## config.mk

```make
export PLATFORM = sky130hd
export DESIGN_NAME = tbg_div
export DESIGN_NICKNAME = d
export VERILOG_FILES = /design/src/rtl/tbg_pkg.sv /design/src/rtl/tbg_div.sv
export SDC_FILE = /design/constraint.sdc
export NUM_CORES = 1
export LEC_CHECK = 0
export ABC_AREA = 0
export ABC_CLOCK_PERIOD_IN_PS = 8100
export BUFFER_PORTS_ARGS = -buffer_cell sky130_fd_sc_hd__buf_2
export CAP_MARGIN = 20
export CORE_AREA = 2 2 151 153
export DETAILED_ROUTE_END_ITERATION = 16
export DIE_AREA = 0 0 153 155
export GPL_TIMING_DRIVEN = 0
export HOLD_SLACK_MARGIN = 0.15
export PLACE_DENSITY = 0.74
export SYNTH_ARGS = -nofsm -noshare
export SYNTH_HDL_FRONTEND = slang
export SYNTH_SLANG_ARGS = --single-unit
```

## constraint.sdc

```tcl
create_clock -name clk -period 8.1 [get_ports clk]
set_clock_uncertainty 0.15 [all_clocks]
set_input_delay 1.62 -clock clk [delete_from_list [all_inputs] [get_ports clk]]
set_output_delay 1.62 -clock clk [all_outputs]
set_load 0.03 [all_outputs]
```

## src/rtl/tbg_pkg.sv

```systemverilog
package tbg_pkg;

	// Sequencer states of the step engine.
	typedef enum logic [3:0] {
		ST_IDLE,
		ST_DIFF,
		ST_SQ,
		ST_CHECK,
		ST_SQRT,
		ST_GM,
		ST_M3,
		ST_FORCE,
		ST_KA,
		ST_KB,
		ST_UNIT,
		ST_ACC,
		ST_DV,
		ST_DP,
		ST_DONE
	} state_t;

	// Opcodes of an input beat.
	localparam logic OP_STEP = 1'b0;
	localparam logic OP_LOAD = 1'b1;

	// Configuration register indexes.
	localparam logic [1:0] REG_MASS_A = 2'd0;
	localparam logic [1:0] REG_MASS_B = 2'd1;
	localparam logic [1:0] REG_TIME_STEP = 2'd2;
	localparam logic [1:0] REG_GRAVITY = 2'd3;

	// Axis codes; the code above the z axis selects nothing.
	localparam logic [1:0] AXIS_X = 2'd0;
	localparam logic [1:0] AXIS_Z = 2'd2;

	localparam logic signed [65:0] S32_MAX = 66'sh0_7FFF_FFFF;
	localparam logic signed [65:0] S32_MIN = -66'sh0_8000_0000;

	// Clamp an unsigned intermediate to 32 bits.
	function automatic logic [31:0] cap32(input logic [63:0] v);
		cap32 = (|v[63:32]) ? 32'hFFFF_FFFF : v[31:0];
	endfunction

	// Saturate a wide signed sum to the 32 bit signed range.
	function automatic logic signed [31:0] sat32(input logic signed [65:0] v);
		if (v > S32_MAX) begin
			sat32 = 32'sh7FFF_FFFF;
		end else if (v < S32_MIN) begin
			sat32 = 32'sh8000_0000;
		end else begin
			sat32 = v[31:0];
		end
	endfunction

endpackage

```

## src/rtl/tbg_div.sv

```systemverilog
module tbg_div #(
	parameter int FRACTION_BITS = 16
) (
	input  logic        clk,
	input  logic        arst_n,
	input  logic        start,
	input  logic [31:0] numer,
	input  logic [63:0] denom,
	output logic        done,
	output logic [31:0] quot
);
	import tbg_pkg::*;

	localparam int NW = 32 + FRACTION_BITS;
	localparam int CW = $clog2(NW + 1);

	logic [NW-1:0] dvd_q;
	logic [63:0]   rem_q;
	logic [63:0]   den_q;
	logic [CW-1:0] cnt_q;
	logic          run_q;
	logic          done_q;
	logic [64:0]   trial;
	logic          fits;

	// One restoring step per cycle; quotient bits shift into the dividend register.
	assign trial = {rem_q, dvd_q[NW-1]};
	assign fits  = trial >= {1'b0, den_q};

	always_ff @(posedge clk or negedge arst_n) begin
		if (!arst_n) begin
			run_q  <= 1'b0;
			done_q <= 1'b0;
			cnt_q  <= '0;
		end else begin
			done_q <= 1'b0;
			if (start) begin
				run_q <= 1'b1;
				cnt_q <= CW'(NW);
			end else if (run_q) begin
				cnt_q <= cnt_q - 1'b1;
				if (cnt_q == CW'(1)) begin
					run_q  <= 1'b0;
					done_q <= 1'b1;
				end
			end
		end
	end

	always_ff @(posedge clk) begin
		if (start) begin
			dvd_q <= {numer, {FRACTION_BITS{1'b0}}};
			rem_q <= '0;
			den_q <= denom;
		end else if (run_q) begin
			rem_q <= fits ? 64'(trial - {1'b0, den_q}) : trial[63:0];
			dvd_q <= {dvd_q[NW-2:0], fits};
		end
	end

	// A zero divisor gives an all-ones quotient, which the cap turns into the maximum.
	assign done = done_q;
	assign quot = cap32(64'(dvd_q));

endmodule

```

; After elaboration in Yosys (flattened, before gate mapping)
; Cells that the tools add are included.
[word_totals]
regBits = 184
in_bits = 99
wordCells = 25
[classes]
n_addsub = 2
n_lt_le_gt_ge = 1
n_eq_ne = 1
n_mux = 12
n_reduce_logical = 2
[op_table]
columns = cell, n
row1 = $mux W48, 2
row2 = $ge A65 B64 Y1, 1
row3 = $mux W64, 1
row4 = $sub A64 B64 Y64, 1
row5 = $mux W32, 1
row6 = $reduce_or A16 Y1, 1
row7 = $mux W6, 2
row8 = $eq A6 B1 Y1 const B, 1
row9 = $mux W1, 6
row10 = $sub A6 B1 Y6 const B, 1
row11 = $reduce_bool A2 Y1, 1

; Logic depth before layout (Yosys ltp)
[logic_depth]
depth_word = 4
mapped_depth = 15
ltp_nobuf = 13

; Least setup slack after synthesis
; No wires, ideal clock.
[synth_timing]
path_type = input to register
startpoint = input port start
endpoint = register dvd_q[16] (enable)
setup_ps = 387
arrival_ps = 2823
required_ps = 7563
slack_ps = 4740
stages = 4
n_path_buf = 2
path_cell_list = clkbuf_1 -> nor2_1 -> clkbuf_1 -> inv_1
[synth_between]
elab_chain_cells = 1
[synth_lines]
columns = item, line_no
row1 = "start, declared", tbg_div.sv:6  ; input logic start,
row2 = $reduce_bool A2 Y1 (no source line), -
row3 = "end signal, assigned", tbg_div.sv:52  ; dvd_q <= {numer, {FRACTION_BITS{1'b0}}};
row4 = "end signal, assigned", tbg_div.sv:57  ; dvd_q <= {dvd_q[NW-2:0], fits};
row5 = "end, declared", tbg_div.sv:17  ; logic [NW-1:0] dvd_q;
; Every way passes these cells.
; A chain may end at the register's enable or synchronous reset.

; Final worst setup path
[layout_timing]
startpoint = input port start
endpoint = register dvd_q[22] (enable)
; Same word-level chain as after synthesis.

==> impl_metrics.py <==
metrics = {
    "flow_run": {
        "max-cap-violations": 0,
    },
    "sta": {
        "maxSlewViolCount": 0,
        "fmax_mhz": 228,
        "tns_ns": 0,
        "hold_viol": 0,
        "rsz0062_at_grt": "false",
        "fin_crit_sh": 0.541,
        "setup_violations": 0,
        "tightest_slew_ns": 0.896,
        "slew_headroom": 0.403,
        "min_period_ns": 4.39,
        "setup_slack_ns": 3.71,
    },
    "worst_setup_path": {
        "startpoint_type": "input pin",
        "r2r_cells": 13,
        "required_ns": 8.15,
        "reg2reg_slack_ns": 3.92,
        "crit_start": "start",
        "timing.rr.end": "rem_q[25]$_SDFFE_PP0P_",
        "critPathCaptureType": "flop",
        "crit_fanout": 31,
        "slowest_stage": "clkbuf_1",
        "crit_path_max_incr_delay_ns": 0.65,
        "r2r-start": "den_q[9]$_DFFE_PP_",
        "crit_type": "in2reg",
        "cp_common_cell": "clkbuf_1",
        "crit_chain": "buf_2, clkbuf_1, nor2_1, clkbuf_1, inv_1, buf_16",
        "worst-endpoint-arrival_ns": 4.44,
    },
    "pwr": {
        "intPower_mw": 2.39,
        "p_sw_frac": 0.428,
        "p_leak_nw": 5.77,
        "p_seq_frac": 0.316,
        "power.switching_mw": 1.79,
        "pwr-share-comb": 0.482,
        "power_frac_clock": 0.202,
        "power.density_nw_per_um2": 318,
        "peakVddDrop_v": 0.000167,
    },
    "cts": {
        "cts-htree-levels": 4,
        "clock-root-buffer": "clkbuf_16",
        "cts_hold_buf": 0,
        "insertion_delay_ns": 0.44,
        "clk_pin_slew_ns": 0.07,
        "numCtsBuffers": 17,
        "clock-sinks": 184,
        "cts_buffer_depth": 2,
        "post_cts.repair.setup_buffers": 0,
        "cts_tree": "yes",
        "post_cts_resized": 0,
    },
    "layout": {
        "final_cell_area_um2": 13100,
        "nNetsFinal": 1575,
        "antenna_cells": 0,
        "syn_to_final_growth_pct": 14.5,
        "final_util": 0.590,
        "multi_input_area_um2": 6160,
        "final_cell_mix": "nand2_1, buf_2, nor2_1",
        "n_fill_cell": 1981,
        "drive_gt1_frac": 0.169,
        "final_common_cell": "nand2_1",
        "register_area_um2": 4680,
    },
    "floorplanning": {
        "die_h_um": 155,
        "die_w_um": 153,
        "rows": 55,
        "die-area_um2": 23700,
        "io_pins": 132,
        "floorplan.initialDensity": 0.516,
        "coreArea_um2": 22200,
    },
    "hold_path": {
        "hp-start": "rem_q[10]$_SDFFE_PP0P_",
        "hold_path_class": "reg2reg",
        "holdPathEnd": "rem_q[10]$_SDFFE_PP0P_",
        "hold_depth": 2,
    },
    "place": {
        "detailedPlace.worstSlack_ns": 3.19,
        "place_area_um2": 12500,
        "post-dp-hpwl_um": 22200,
        "gp_congestion": 0.940,
        "io_buffer_count": 131,
    },
    "synth": {
        "ys_seq_area_frac": 0.409,
        "ys.flop_type": "edfxtp_1",
        "synth.cell_area_um2": 11500,
        "netlist_instances": 1257,
        "avgSynthCellArea_um2": 9.12,
        "ys_ff_latch": 184,
        "async_flop_share": 0.0435,
        "yosys_warnings": 0,
        "syn_nets": 1423,
        "synth_edf_count": 96,
        "netlist-cell-type-count": 71,
    },
    "detailed_routing": {
        "final_antenna_net_count": 0,
        "dr_total_vias": 10000,
        "drtPass1Iterations": 5,
        "vias_per_cell": 5.87,
        "initialDrtViolationCount": 820,
        "wl_per_cell_um": 17.6,
        "detail_route.drc_violations": 0,
        "routed_wl_um": 30100,
    },
    "run_status": {
        "status": "completed",
    },
    "global_route": {
        "grt_usage": 0.253,
        "grt_max_degree": 36,
        "antenna_found_initial": 0,
        "grt_pass1_vias": 9525,
        "grt-ovfl-total": 0,
        "grt_pass1_wl_um": 48700,
    },
}
[per-stage QoR]
step	hold slack [ns]	total power, mW	cells
4_1_cts	0.346	4.15	1707
3_3_place_gp	0.321	3.26	1673
6_report	0.344	4.18	1707
5_1_grt	0.361	4.45	1707
2_1_floorplan	0.295	2.81	1257
3_5_place_dp	0.334	3.29	1675
[synthesized netlist by cell type (11+ instances only)]
cell / count / area [um2]
a211oi_1: 11 / 82.6
a21o_1: 47 / 353
dfxtp_1: 80 / 1600
nor2_1: 104 / 390
nor3_1: 16 / 80.1
or2_2: 37 / 231
edfxtp_1: 96 / 2880
xor2_1: 23 / 201
o211ai_1: 13 / 97.6
nand3_1: 21 / 105
nand2_1: 153 / 574
nand4_1: 14 / 87.6
and3_1: 11 / 68.8
a311oi_1: 26 / 228
a22o_1: 32 / 280
mux2i_1: 24 / 240
inv_1: 82 / 308
clkbuf_1: 57 / 214
xnor2_1: 34 / 298
ha_1: 66 / 826
a21oi_1: 76 / 380
a311oi_2: 17 / 255
o21ai_0: 57 / 285
[worst max-delay path, delay by kind of cell]
kind                   cells  cell delay, ns
buffers and inverters      5            2.18
AND/OR/NAND/NOR            1            0.60
[metal layers]
metal	part of all wire	vias up	GRT usage
met5	0	-	0
met4	0.023	0	0.0899
met3	0.068	55	0.0345
met2	0.45	417	0.398
met1	0.46	4688	0.358
li1	-	4867	-
[area by class of cell]
type / instances / area share
Inverter: 82 / 0.0235
Timing Repair Buffer: 133 / 0.0536
Buffer: 72 / 0.0239
Multi-Input combinational cell: 919 / 0.469
Clock inverter: 15 / 0.0132
Clock buffer: 17 / 0.0324
Sequential cell: 184 / 0.357
Tap cell: 285 / 0.0272
[flip-flops by register name, summed over array words and instances (netlist names)]
| register | count |
|---|---|
| run_q | 1 |
| done | 1 |
| cnt_q | 6 |
| den_q | 64 |
| rem_q | 64 |
| dvd_q | 48 |
[cells by family (layout without fill, tap and decap cells)]
group | count (synthesis) | after routing | share of synthesized area
muxes | 25 | 25 | 0.0219
xor gates and xnor gates | 57 | 57 | 0.0435
DFF | 184 | 184 | 0.409
and+or+nand+nor | 412 | 412 | 0.169
buffers and inverters | 154 | 319 | 0.0542
AOI/OAI and AO/OA | 358 | 358 | 0.229
adders and majority gates | 67 | 67 | 0.0738
[power by group through the flow]
stage | clock (mW) | sequential [mW] | combinational, mW
after floorplan | 0 | 1.29 | 1.52
after global placement | 0 | 1.33 | 1.93
after detailed placement | 0 | 1.34 | 1.96
after CTS | 0.852 | 1.32 | 1.98
after global routing | 0.894 | 1.34 | 2.22
final | 0.843 | 1.32 | 2.01
[how the worst max path moves through the flow]
stage,endpoint,slack [ns]
final,dvd_q[22]$_DFFE_PP_,3.71
after CTS,dvd_q[19]$_DFFE_PP_,3.68
after global routing,dvd_q[43]$_DFFE_PP_,3.55
after floorplan,dvd_q[16]$_DFFE_PP_,4.74
after global placement,dvd_q[29]$_DFFE_PP_,2.69
after detailed placement,dvd_q[22]$_DFFE_PP_,3.19
No activity file was read; power rests on OpenSTA's default activity.
