===== config.mk =====
export PLATFORM = sky130hd
export DESIGN_NAME = tbg_isqrt
export DESIGN_NICKNAME = d
export VERILOG_FILES = /design/src/rtl/tbg_pkg.sv /design/src/rtl/tbg_isqrt.sv
export SDC_FILE = /design/constraint.sdc
export NUM_CORES = 1
export LEC_CHECK = 0
export ABC_AREA = 1
export BUFFER_PORTS_ARGS = -buffer_cell sky130_fd_sc_hd__buf_2
export CAP_MARGIN = 20
export CORE_MARGIN = 3
export CORE_UTILIZATION = 40
export DETAILED_ROUTE_END_ITERATION = 8
export PLACE_DENSITY = 0.71
export SYNTH_ARGS = -nofsm -noshare
export SYNTH_HDL_FRONTEND = slang
export SYNTH_SLANG_ARGS = --single-unit

===== constraint.sdc =====
create_clock -name clk -period 3.1 [get_ports clk]
set_input_delay 0.62 -clock clk [delete_from_list [all_inputs] [get_ports clk]]
set_output_delay 0.62 -clock clk [all_outputs]
set_load 0.02 [all_outputs]

===== src/rtl/tbg_pkg.sv =====
package tbg_pkg;

	// Sequencer states of the step engine.
	typedef enum logic [3:0] {
		ST_IDLE,
		ST_DIFF,
		ST_SQ,
		ST_CHECK,
		ST_SQRT,
		ST_GM,
		ST_M3,
		ST_FORCE,
		ST_KA,
		ST_KB,
		ST_UNIT,
		ST_ACC,
		ST_DV,
		ST_DP,
		ST_DONE
	} state_t;

	// Opcodes of an input beat.
	localparam logic OP_STEP = 1'b0;
	localparam logic OP_LOAD = 1'b1;

	// Configuration register indexes.
	localparam logic [1:0] REG_MASS_A = 2'd0;
	localparam logic [1:0] REG_MASS_B = 2'd1;
	localparam logic [1:0] REG_TIME_STEP = 2'd2;
	localparam logic [1:0] REG_GRAVITY = 2'd3;

	// Axis codes; the code above the z axis selects nothing.
	localparam logic [1:0] AXIS_X = 2'd0;
	localparam logic [1:0] AXIS_Z = 2'd2;

	localparam logic signed [65:0] S32_MAX = 66'sh0_7FFF_FFFF;
	localparam logic signed [65:0] S32_MIN = -66'sh0_8000_0000;

	// Clamp an unsigned intermediate to 32 bits.
	function automatic logic [31:0] cap32(input logic [63:0] v);
		cap32 = (|v[63:32]) ? 32'hFFFF_FFFF : v[31:0];
	endfunction

	// Saturate a wide signed sum to the 32 bit signed range.
	function automatic logic signed [31:0] sat32(input logic signed [65:0] v);
		if (v > S32_MAX) begin
			sat32 = 32'sh7FFF_FFFF;
		end else if (v < S32_MIN) begin
			sat32 = 32'sh8000_0000;
		end else begin
			sat32 = v[31:0];
		end
	endfunction

endpackage


===== src/rtl/tbg_isqrt.sv =====
module tbg_isqrt (
	input  logic        clk,
	input  logic        arst_n,
	input  logic        start,
	input  logic [63:0] x,
	output logic        done,
	output logic [31:0] root
);
	import tbg_pkg::*;

	logic [63:0] x_q;
	logic [35:0] rem_q;
	logic [31:0] root_q;
	logic [5:0]  cnt_q;
	logic        run_q;
	logic        done_q;
	logic [35:0] trem;
	logic [35:0] trial;
	logic        fits;

	// Digit by digit square root, two radicand bits per cycle.
	assign trem  = {rem_q[33:0], x_q[63:62]};
	assign trial = {2'b00, root_q, 2'b01};
	assign fits  = trem >= trial;

	always_ff @(posedge clk or negedge arst_n) begin
		if (!arst_n) begin
			run_q  <= 1'b0;
			done_q <= 1'b0;
			cnt_q  <= '0;
		end else begin
			done_q <= 1'b0;
			if (start) begin
				run_q <= 1'b1;
				cnt_q <= 6'd32;
			end else if (run_q) begin
				cnt_q <= cnt_q - 1'b1;
				if (cnt_q == 6'd1) begin
					run_q  <= 1'b0;
					done_q <= 1'b1;
				end
			end
		end
	end

	always_ff @(posedge clk) begin
		if (start) begin
			x_q    <= x;
			rem_q  <= '0;
			root_q <= '0;
		end else if (run_q) begin
			rem_q  <= fits ? (trem - trial) : trem;
			root_q <= {root_q[30:0], fits};
			x_q    <= {x_q[61:0], 2'b00};
		end
	end

	assign done = done_q;
	assign root = root_q;

endmodule


# After elaboration in Yosys (flattened, before gate mapping)
# Cells that the tools add are included.
totals:
  in_bits: 67
  ff_bits: 138
op_classes:
  add_sub_neg: 2
  n_reduce_logical: 1
  n_eq_ne: 1
  n_mux: 11
  magnitude_cmp: 1
ops:
  columns: ["cell", "count"]
  rows:
  - ["two-way mux 64 bit", 2]
  - ["greater-or-equal comparator 36 x 34 -> 1 bit", 1]
  - ["two-way mux 34 bit", 1]
  - ["subtractor 34 bit", 1]
  - ["two-way mux 6 bit", 2]
  - ["equality test 6 x 1 -> 1 bit (second input constant)", 1]
  - ["two-way mux 1 bit", 6]
  - ["subtractor 6 x 1 -> 6 bit (second input constant)", 1]
  - ["nonzero test 2 bit", 1]

# Depth between registers and ports, before layout
# Gate-level depths: netlist of run 1.
logic_depth:
  ltp_word: 4
  ltp_mapped: 17
  ltp_nobuf: 16

# Worst setup path before layout of run 1
# No wires, ideal clock.
synth_timing:
  kind: "input-to-reg"
  startpoint: "input start"
  endpoint: "register x_q[0] (enable)"
  slack_ps: -134
  stages: 3
  setup_time_ps: 454
  arrival_ps: 2780
  path_buffers: 1
  path_cell_list: "nor2_1 clkinv_1 clkbuf_1"
synth_between:
  elab_chain_cells: 1
synth_rtl:
  columns: ["element", "line_no", "rtl"]
  rows:
  - ["start, declared", "tbg_isqrt.sv:4", "input logic start,"]
  - ["nonzero test 2 bit (no line)", null, null]
  - ["end signal, assigned", "tbg_isqrt.sv:54", "x_q <= {x_q[61:0], 2'b00};"]
  - ["end, declared", "tbg_isqrt.sv:11", "logic [63:0] x_q;"]
# Every way passes these cells.
# A chain may end at the register's enable or synchronous reset.

# Worst setup path in the final report of run 1
layout_timing:
  startpoint: "register root_q[13], in the netlist root[13]"
  endpoint: "register rem_q[29]"
layout_between:
  elab_chain_cells: 2
layout_rtl:
  columns: ["element", "line_no", "rtl"]
  rows:
  - ["start, declared", "tbg_isqrt.sv:13", "logic [31:0] root_q;"]
  - ["start signal, assigned", "tbg_isqrt.sv:53", "root_q <= {root_q[30:0], fits};"]
  - ["subtractor 34 bit or greater-or-equal comparator 36 x 34 -> 1 bit (tied branches)", "tbg_isqrt.sv:52, tbg_isqrt.sv:24", null]
  - ["two-way mux 34 bit *", "tbg_isqrt.sv:52", "rem_q <= fits ? (trem - trial) : trem;"]
  - ["end signal, assigned", "tbg_isqrt.sv:52", null]
  - ["end, declared", "tbg_isqrt.sv:12", "logic [35:0] rem_q;"]
# Mark *: on every way between the ends. The rest lies on a longest branch, timed or not.

==> impl_metrics.toml, run 1 <==
[worst_setup_path]
crit_cells = 14
path_buf_inv = 2
cpMostUsedCell = "nand2_1"
path_max_fanout = 16
reg2reg_depth = 14
cp_slowest_cell = "nand2_1"
required_ns = 3.43
cpPeakStageDelay_ns = 0.37
crit_chain = "inv_1, ha_1, nand2_1, inv_1, nand2_1, nand2_1, a21oi_2, nand2_1, nand2_1, nand4_4, nand2_1, nand2_1, nand2_1, nand2_1"
crit_family = "simple AND/OR/NAND/NOR gates"
start_kind = "flip-flop"
end_kind = "flip-flop"
cp.arrival_ns = 2.82
critPathKind = "reg -> reg"

[grt]
grt.overflow.total = 0
antenna_found_initial = 1
grt_max_degree = 81
grt_pass1_wl_mm = 34.96
grt_pass1_vias = 7040
grt_usage = 0.1968

[sta]
finalHoldViolations = 0
period_share = 0.8031
final_max_slew_viol_count = 0
setup_violations = 0
rsz0062_at_grt = "no"
maxSlewHeadroom = 0.5192
max_freq_ghz = 0.4017
post-route-min-period_ns = 2.490
setup_tns_ns = 0
fin_worst_skew_ns = 0.009947
tightest_slew_ns = 0.7201

[route]
ant_nets = 0
via_count = 7402
drt_wl_total_mm = 21.12
wl_per_cell_um = 13.92
viasPerCell = 4.879
drc_errors = 0
first_iter_violations = 425
dr.pass1.iters = 5

[die]
dieHeight_um = 148.2
start_util = 0.4117
die_x_um = 148.2
die_area_sq_um = 21970
ios = 100
core_area_sq_um = 19650
rows = 51

[final_layout]
nets = 1342
antennaDiodeCount = 0
drive_above_1_share = 0.1310
final-seq-area_sq_um = 3443
area_growth_pct = 16.64
multiInputGateArea_sq_um = 4008
fill_cells = 2000
instances_no_fill = 1517

[clock_network]
cts.sinks = 138
ctsHoldBuffers = 0
cts_buffer_depth = 2
cts_resized = 0
numCtsBuffers = 17
htree_levels = 4
clock_latency_ns = 0.43
post-cts-setup-buffers = 0
cts_tree = "yes"
cts_root_buf = "clkbuf_16"
clk_pin_slew_ns = 0.07

[yosys]
ys_types = 40
synth_top_family_by_area = "simple AND/OR/NAND/NOR gates"
seq_area_frac_synth = 0.4255
synthCells = 1146
synth_seq_cells = 138
syn-num-nets = 1249
synth_xor_area_frac = 0.01732
synth_fa_ha_area_frac = 0.05567
synth_compound_area_frac = 0.07345
netlist_area_sq_um = 8092
synthSimpleGateAreaFrac = 0.3482
syn_area_per_cell_sq_um = 7.061
muxShareOfSynthArea = 0
yosys_warnings = 0

[placed_design]
dp_hpwl_mm = 15.56
io_buffers = 99
routabilityCongestion = 0.9844
post-place-cells = 1485

[power]
p_leak_uw = 0.004920
vdd_ir_drop_max_mv = 0.4780
p_per_area_nw_per_um2 = 1004

[flow_run]
maxCapViolCount = 0

[min_path]
hold_class = "in -> async"

[outcome]
outcome = "complete, no violations"
-- routing by layer --
layer	share of wire	wire length [um]	GRT usage	vias to the layer above
met5	0.00038	8	0	-
met4	0.019	405	0.06744	2
met3	0.048	1024	0.04631	33
met2	0.46	9660	0.3129	184
met1	0.47	10020	0.2652	3343
li1	-	-	-	3840
-- worst paths after layout --
| kind | start | end | slack [ns] |
|---|---|---|---|
| setup / recovery | root[13]$_SDFFE_PP0P_ | rem_q[29]$_SDFFE_PP0P_ | 0.61 |
| hold / removal | arst_n | done$_DFF_PN0_ | 0.02 |
| max in group asynchronous | arst_n | cnt_q[0]$_DFFE_PN0P_ | 2.90 |
| min in group clk | x[1] | x_q[1]$_SDFFCE_PN0P_ | 0.44 |
| hold reg to reg | rem_q[32]$_SDFFE_PP0P_ | rem_q[32]$_SDFFE_PP0P_ | 0.46 |
| setup reg to reg | root[13]$_SDFFE_PP0P_ | rem_q[29]$_SDFFE_PP0P_ | 0.61 |
-- layout by cell type, fill, tap and decap left out, drive strengths merged, types with 2 or more instances in the layout --
| cell | instances |
|---|---|
| ha | 36 |
| inv | 138 |
| xor2 | 12 |
| o21bai | 6 |
| xnor2 | 4 |
| buf | 106 |
| o22ai | 32 |
| nor2 | 82 |
| clkbuf | 17 |
| edfxtp | 64 |
| clkinv | 5 |
| nand2 | 520 |
| nor3 | 7 |
| a21boi | 2 |
| dfxtp | 66 |
| nand3b | 2 |
| o21ai | 25 |
| a21oi | 33 |
| nand4 | 10 |
| nand3 | 70 |
| dfrtp | 8 |
-- through the flow --
step | utilization | power [uW] | hold slack (ns) | worst slack [ns] | area (sq um)
detailed placement | 0.4500 | 7389 | 0.4482 | 0.5814 | 8845
global route | 0.4802 | 10290 | 0.01643 | 0.4005 | 9438
floorplan | - | 6224 | 0.3244 | 0.7147 | 8093
global placement | 0.4500 | 7331 | 0.4411 | 0.5765 | 8845
CTS | 0.4802 | 9476 | 0.01083 | 0.5719 | 9438
finish | 0.4802 | 9473 | 0.02093 | 0.6103 | 9438
-- cells in the mapped netlist (all sizes together) --
| master | instances | area share |
|---|---|---|
| o211ai | 1 | 0.00093 |
| nor2 | 82 | 0.041 |
| clkinv | 1 | 0.00046 |
| nand3b | 2 | 0.0034 |
| xor2 | 12 | 0.013 |
| ha | 36 | 0.056 |
| dfrtp | 8 | 0.025 |
| o21bai | 6 | 0.0056 |
| dfxtp | 66 | 0.16 |
| nor4 | 1 | 0.00077 |
| nand2 | 520 | 0.24 |
| o21ai | 25 | 0.016 |
| and3b | 1 | 0.0011 |
| xnor2 | 4 | 0.0043 |
| clkbuf | 24 | 0.011 |
| a31oi | 1 | 0.00077 |
| buf | 8 | 0.0083 |
| a21o | 1 | 0.00093 |
| inv | 129 | 0.060 |
| a21boi | 2 | 0.0032 |
| nand4 | 10 | 0.0096 |
| nand3 | 70 | 0.045 |
| o22ai | 32 | 0.025 |
| nor3 | 7 | 0.0049 |
| edfxtp | 64 | 0.24 |
| a21oi | 33 | 0.021 |
-- sequential cells by signal (all words and copies together) (netlist names) --
name   count
root      32
x_q       64
done       1
cnt_q      6
rem_q     34
run_q      1
-- cell type report --
type / count / area share
Clock inverter: 15 / 0.01776
Timing Repair Buffer: 106 / 0.06072
Multi-Input combinational cell: 846 / 0.4246
Inverter: 130 / 0.05184
Sequential cell: 138 / 0.3648
Clock buffer: 17 / 0.04507
Tap cell: 265 / 0.03513
-- power breakdown --
part / internal (uW) / switching, uW / leakage [uW] / total [uW]
sequential: 2230 / 179 / 0.00134 / 2410
clock: 1150 / 914 / 0.000292 / 2060
combinational: 1670 / 3330 / 0.00329 / 5000
-- cell families after synthesis --
kind of cell             count (synthesis)
flip-flops                             138
buffers and inverters                  162
XOR/XNOR                                16
AO/OA/AOI/OAI                          101
adder cells (fa/ha/maj)                 36
AND/OR/NAND/NOR                        693
(Power assumes the default switching activity.)
==> inputs of run 2 (changes only) <==
Settings changed: PLACE_DENSITY 0.71 to 0.69.
Clock period 3.1 ns to 2.6 ns, I/O delays scaled along.
==> impl_metrics.toml, run 2 (same netlist as run 1, synthesis figures left out) <==
[grt]
grt_usage = 0.1966
grt_max_degree = 70
grt_pass1_vias = 7079
grt.overflow.total = 0
grt_pass1_wl_mm = 34.81
antenna_found_initial = 0

[sta]
setup_tns_ns = 0
rsz0062_at_grt = "no"
finalHoldViolations = 0
max_freq_ghz = 0.4150
maxSlewHeadroom = 0.6933
period_share = 0.9268
final_max_slew_viol_count = 0
fin_worst_skew_ns = 0.007937
tightest_slew_ns = 0.4553
setup_violations = 0
post-route-min-period_ns = 2.410

[final_layout]
layout_common_cells = "515 x nand2_1, 125 x inv_1, 99 x buf_2"
antennaDiodeCount = 0
layout_commonest_cell = "nand2_1"
fill_cells = 2051
area_growth_pct = 17.64
largest_register_ffs = 64
nets = 1350
drive_above_1_share = 0.1357
stdcell_area_sq_um = 9519
regMostFlops = "x_q"

[route]
via_count = 7459
first_iter_violations = 382
viasPerCell = 4.891
dr.pass1.iters = 5
drt_wl_total_mm = 21.28
ant_nets = 0
drc_errors = 0
wl_per_cell_um = 13.95

[die]
ios = 100
die_x_um = 148.2
dieHeight_um = 148.2
die_area_sq_um = 21970
rows = 51
core_area_sq_um = 19650
start_util = 0.4117

[outcome]
outcome = "complete, no violations"

[flow_run]
maxCapViolCount = 0

[power]
vdd_ir_drop_max_mv = 0.5412
p_leak_uw = 0.004961
p_per_area_nw_per_um2 = 1190

[clock_network]
cts_root_buf = "clkbuf_16"
htree_levels = 4
clock_latency_ns = 0.43
clk_pin_slew_ns = 0.07
cts_tree = "yes"
numCtsBuffers = 17
cts_resized = 0
cts.sinks = 138
cts_buffer_depth = 2

[placed_design]
place_area_sq_um = 8885
dp_hpwl_mm = 15.75
routabilityCongestion = 0.9489
io_buffers = 99

[worst_setup_path]
required_ns = 2.92
critPathKind = "reg -> reg"
end_kind = "flip-flop"
start_kind = "flip-flop"
path_max_fanout = 18
cp.arrival_ns = 2.73

[min_path]
hold_class = "in -> reg"
## run 2: critical path, cell delays in order (launching register included)
cell	delay [ns]
dfxtp_1	0.32
inv_1	0.07
ha_1	0.38
a21oi_1	0.34
nand2_1	0.15
a21oi_2	0.18
nand2_1	0.07
nand2_1	0.09
nand4_4	0.16
buf_4	0.27
nor2_1	0.11
nor2_1	0.04
nand2_1	0.07
nand2_1	0.04
## run 2: cell type report
class	count	area [sq um]	area share
Clock buffer	17	425.4	0.04469
Clock inverter	15	198.9	0.02090
Inverter	130	489.2	0.05139
Multi-Input combinational cell	846	4008	0.4210
Sequential cell	138	3443	0.3617
Tap cell	265	331.6	0.03483
Timing Repair Buffer	114	623.1	0.06546
## run 2: path summary, 6_finish.rpt
check	to	slack, ns	startpoint	cells past startpoint
setup reg to reg	rem_q[19]$_SDFFE_PP0P_	0.19	root[17]$_SDFFE_PP0P_	13
min in group asynchronous	run_q$_DFF_PN0_	0.47	arst_n	2
setup / recovery	rem_q[19]$_SDFFE_PP0P_	0.19	root[17]$_SDFFE_PP0P_	13
hold reg to reg	rem_q[32]$_SDFFE_PP0P_	0.46	rem_q[32]$_SDFFE_PP0P_	2
max in group asynchronous	cnt_q[2]$_DFFE_PN0P_	1.96	arst_n	2
hold / removal	x_q[1]$_SDFFCE_PN0P_	0.34	x[1]	3
## run 2: timing repair
action | CTS | global route
endpoints found under the hold margin | 8 | 0
hold buffers | 1 | 0
buffers inserted | 0 | 0
## run 2: through the flow
| stage | total power, uW | hold slack, ns | setup slack [ns] | utilization | instances |
|---|---|---|---|---|---|
| 2_1_floorplan | 7420 | 0.2244 | 0.3147 | - | 1146 |
| 3_3_place_gp | 8728 | 0.3778 | 0.2654 | 0.4521 | 1492 |
| 3_5_place_dp | 8770 | 0.3740 | 0.2362 | 0.4521 | 1492 |
| 4_1_cts | 11340 | 0.3322 | 0.2216 | 0.4843 | 1525 |
| 5_1_grt | 12340 | 0.3478 | 0.01329 | 0.4843 | 1525 |
| 6_report | 11330 | 0.3446 | 0.1902 | 0.4843 | 1525 |
## run 2: layer usage
layer,vias up,global-route usage,routed length (um),share of wire
met5,-,0,0,0
met1,3352,0.2655,10070,0.47
met4,0,0.07113,506,0.024
li1,3852,-,-,-
met2,218,0.3145,9455,0.44
met3,37,0.04022,1249,0.059
## run 2: where the power goes
part           switching, uW  internal, uW
combinational           3900          2010
clock                   1140          1390
sequential               228          2660
==> inputs of run 3 (changes only) <==
Settings changed: BUFFER_PORTS_ARGS -buffer_cell sky130_fd_sc_hd__buf_2 to -buffer_cell sky130_fd_sc_hd__buf_4, PLACE_DENSITY 0.69 to default, SLEW_MARGIN from default to 0.
==> impl_metrics.toml, run 3 (same netlist as run 1, synthesis figures left out) <==
[sta]
maxSlewHeadroom = 0.7157
tightest_slew_ns = 0.4220
finalHoldWorstSlack_ns = 0.3520
setup_tns_ns = 0
setup_violations = 0
finalHoldViolations = 0
fin_worst_skew_ns = 0.01067
rsz0062_at_grt = "no"
max_freq_ghz = 0.4232
final_max_slew_viol_count = 0
period_share = 0.9088
post-route-min-period_ns = 2.363

[clock_network]
clock_latency_ns = 0.42
post-cts-setup-buffers = 0
htree_levels = 4
numCtsBuffers = 17
cts_resized = 0
ctsHoldBuffers = 1
cts_buffer_depth = 2
cts_root_buf = "clkbuf_16"
cts_tree = "yes"
cts.sinks = 138
clk_pin_slew_ns = 0.07

[die]
rows = 51
core_area_sq_um = 19650
start_util = 0.4117
die_x_um = 148.2
ios = 100
die_area_sq_um = 21970
dieHeight_um = 148.2

[route]
first_iter_violations = 389
wl_per_cell_um = 14.47
dr.pass1.iters = 5
drc_errors = 0
viasPerCell = 4.813
ant_nets = 0
drt_wl_total_mm = 22.11
via_count = 7354

[worst_setup_path]
startpoint = "root[0]$_SDFFE_PP0P_"
r2r_slack_ns = 0.24
path_max_fanout = 5
reg2reg_depth = 13
r2r_end = "rem_q[24]$_SDFFE_PP0P_"
required_ns = 2.93
critPathKind = "reg -> reg"
end_kind = "flip-flop"
r2r-start = "root[0]$_SDFFE_PP0P_"
start_kind = "flip-flop"
cp.arrival_ns = 2.69

[placed_design]
dp_hpwl_mm = 16.81
io_buffers = 99
place_area_sq_um = 9168
routabilityCongestion = 0.9420
post-place-cells = 1495

[final_layout]
antennaDiodeCount = 0
layout_commonest_cell = "nand2_1"
stdcell_area_sq_um = 9813
regMostFlops = "x_q"
layout_common_cells = "515 x nand2_1, 125 x inv_1, 114 x buf_4"
drive_above_1_share = 0.1370
area_growth_pct = 21.28
instances_no_fill = 1528
nets = 1353
largest_register_ffs = 64

[flow_run]
maxCapViolCount = 0

[power]
p_total_uw = 11630
p_leak_uw = 0.005036
p_per_area_nw_per_um2 = 1186
vdd_ir_drop_max_mv = 0.5176

[grt]
grt_max_degree = 46
antenna_found_initial = 0
grt_pass1_wl_mm = 36.49
grt.overflow.total = 0
grt_pass1_vias = 7246
grt_usage = 0.2063

[outcome]
outcome = "complete, no violations"

[min_path]
hold_class = "in -> reg"
hold_start = "x[1]"
worstHoldEndpoint = "x_q[1]$_SDFFCE_PN0P_"
min_path_cells = 3
## run 3: cell types whose count changed in the layout (fill, tap and decap cells not counted)
cell / change
buf_2: -99
buf_12: +1
buf_4: +101
clkinvlp_4: +2
inv_8: -3
clkinv_8: -5
bufinv_16: +3
inv_6: +2
clkbuf_1: +1
## run 3: where the power goes
group          total (uW)  switching [uW]  internal, uW
Sequential           2890             227          2660
Clock                2670            1040          1630
Combinational        6080            3980          2100
Total               11600            5250          6390
## run 3: worst max path at each step
| stage | end | slack [ns] | depth (start not counted) |
|---|---|---|---|
| 3_5_place_dp | rem_q[24]$_SDFFE_PP0P_ | 0.21 | 13 |
| 2_1_floorplan | x_q[0]$_SDFFCE_PN0P_ | 0.31 | 3 |
| 4_1_cts | rem_q[24]$_SDFFE_PP0P_ | 0.19 | 13 |
| 3_3_place_gp | rem_q[24]$_SDFFE_PP0P_ | 0.22 | 13 |
| 6_report | rem_q[24]$_SDFFE_PP0P_ | 0.24 | 13 |
| 5_1_grt | rem_q[13]$_SDFFE_PP0P_ | 0.02 | 13 |
## run 3: layer usage
layer | track usage | up-vias | part of all wire
li1 | - | 3863 | -
met1 | 0.2726 | 3299 | 0.47
met2 | 0.3451 | 168 | 0.46
met3 | 0.04266 | 24 | 0.053
met4 | 0.05774 | 0 | 0.014
met5 | 0 | - | 0
## run 3: final cells by class
class / instances / area [sq um]
flip-flops and latches: 138 / 3443
inverters: 130 / 489.2
clock inverters: 14 / 206.4
clock buffers: 18 / 429.2
repair buffers: 117 / 905.9
fillers: 2055 / 9841
well taps: 265 / 331.6
multi-input cells: 846 / 4008
## run 3: critical path, cell delays in order, from the launching register on
cell and delay [ns]:
dfxtp_1 0.38, inv_1 0.12, ha_1 0.36, nand2_1 0.11, o21ai_2 0.30, nand2_1 0.10, nand2_1 0.16, nand2_1 0.07
nand2_1 0.17, nand3_1 0.17, nand3_1 0.11, nand3_1 0.10, nand2_1 0.07, nand2_1 0.04
## run 3: metrics by stage
step / setup WS [ns] / util
floorplan: 0.3147 / -
global placement: 0.2197 / 0.4665
detailed placement: 0.2068 / 0.4665
CTS: 0.1875 / 0.4993
global route: 0.01567 / 0.4993
finish: 0.2371 / 0.4993
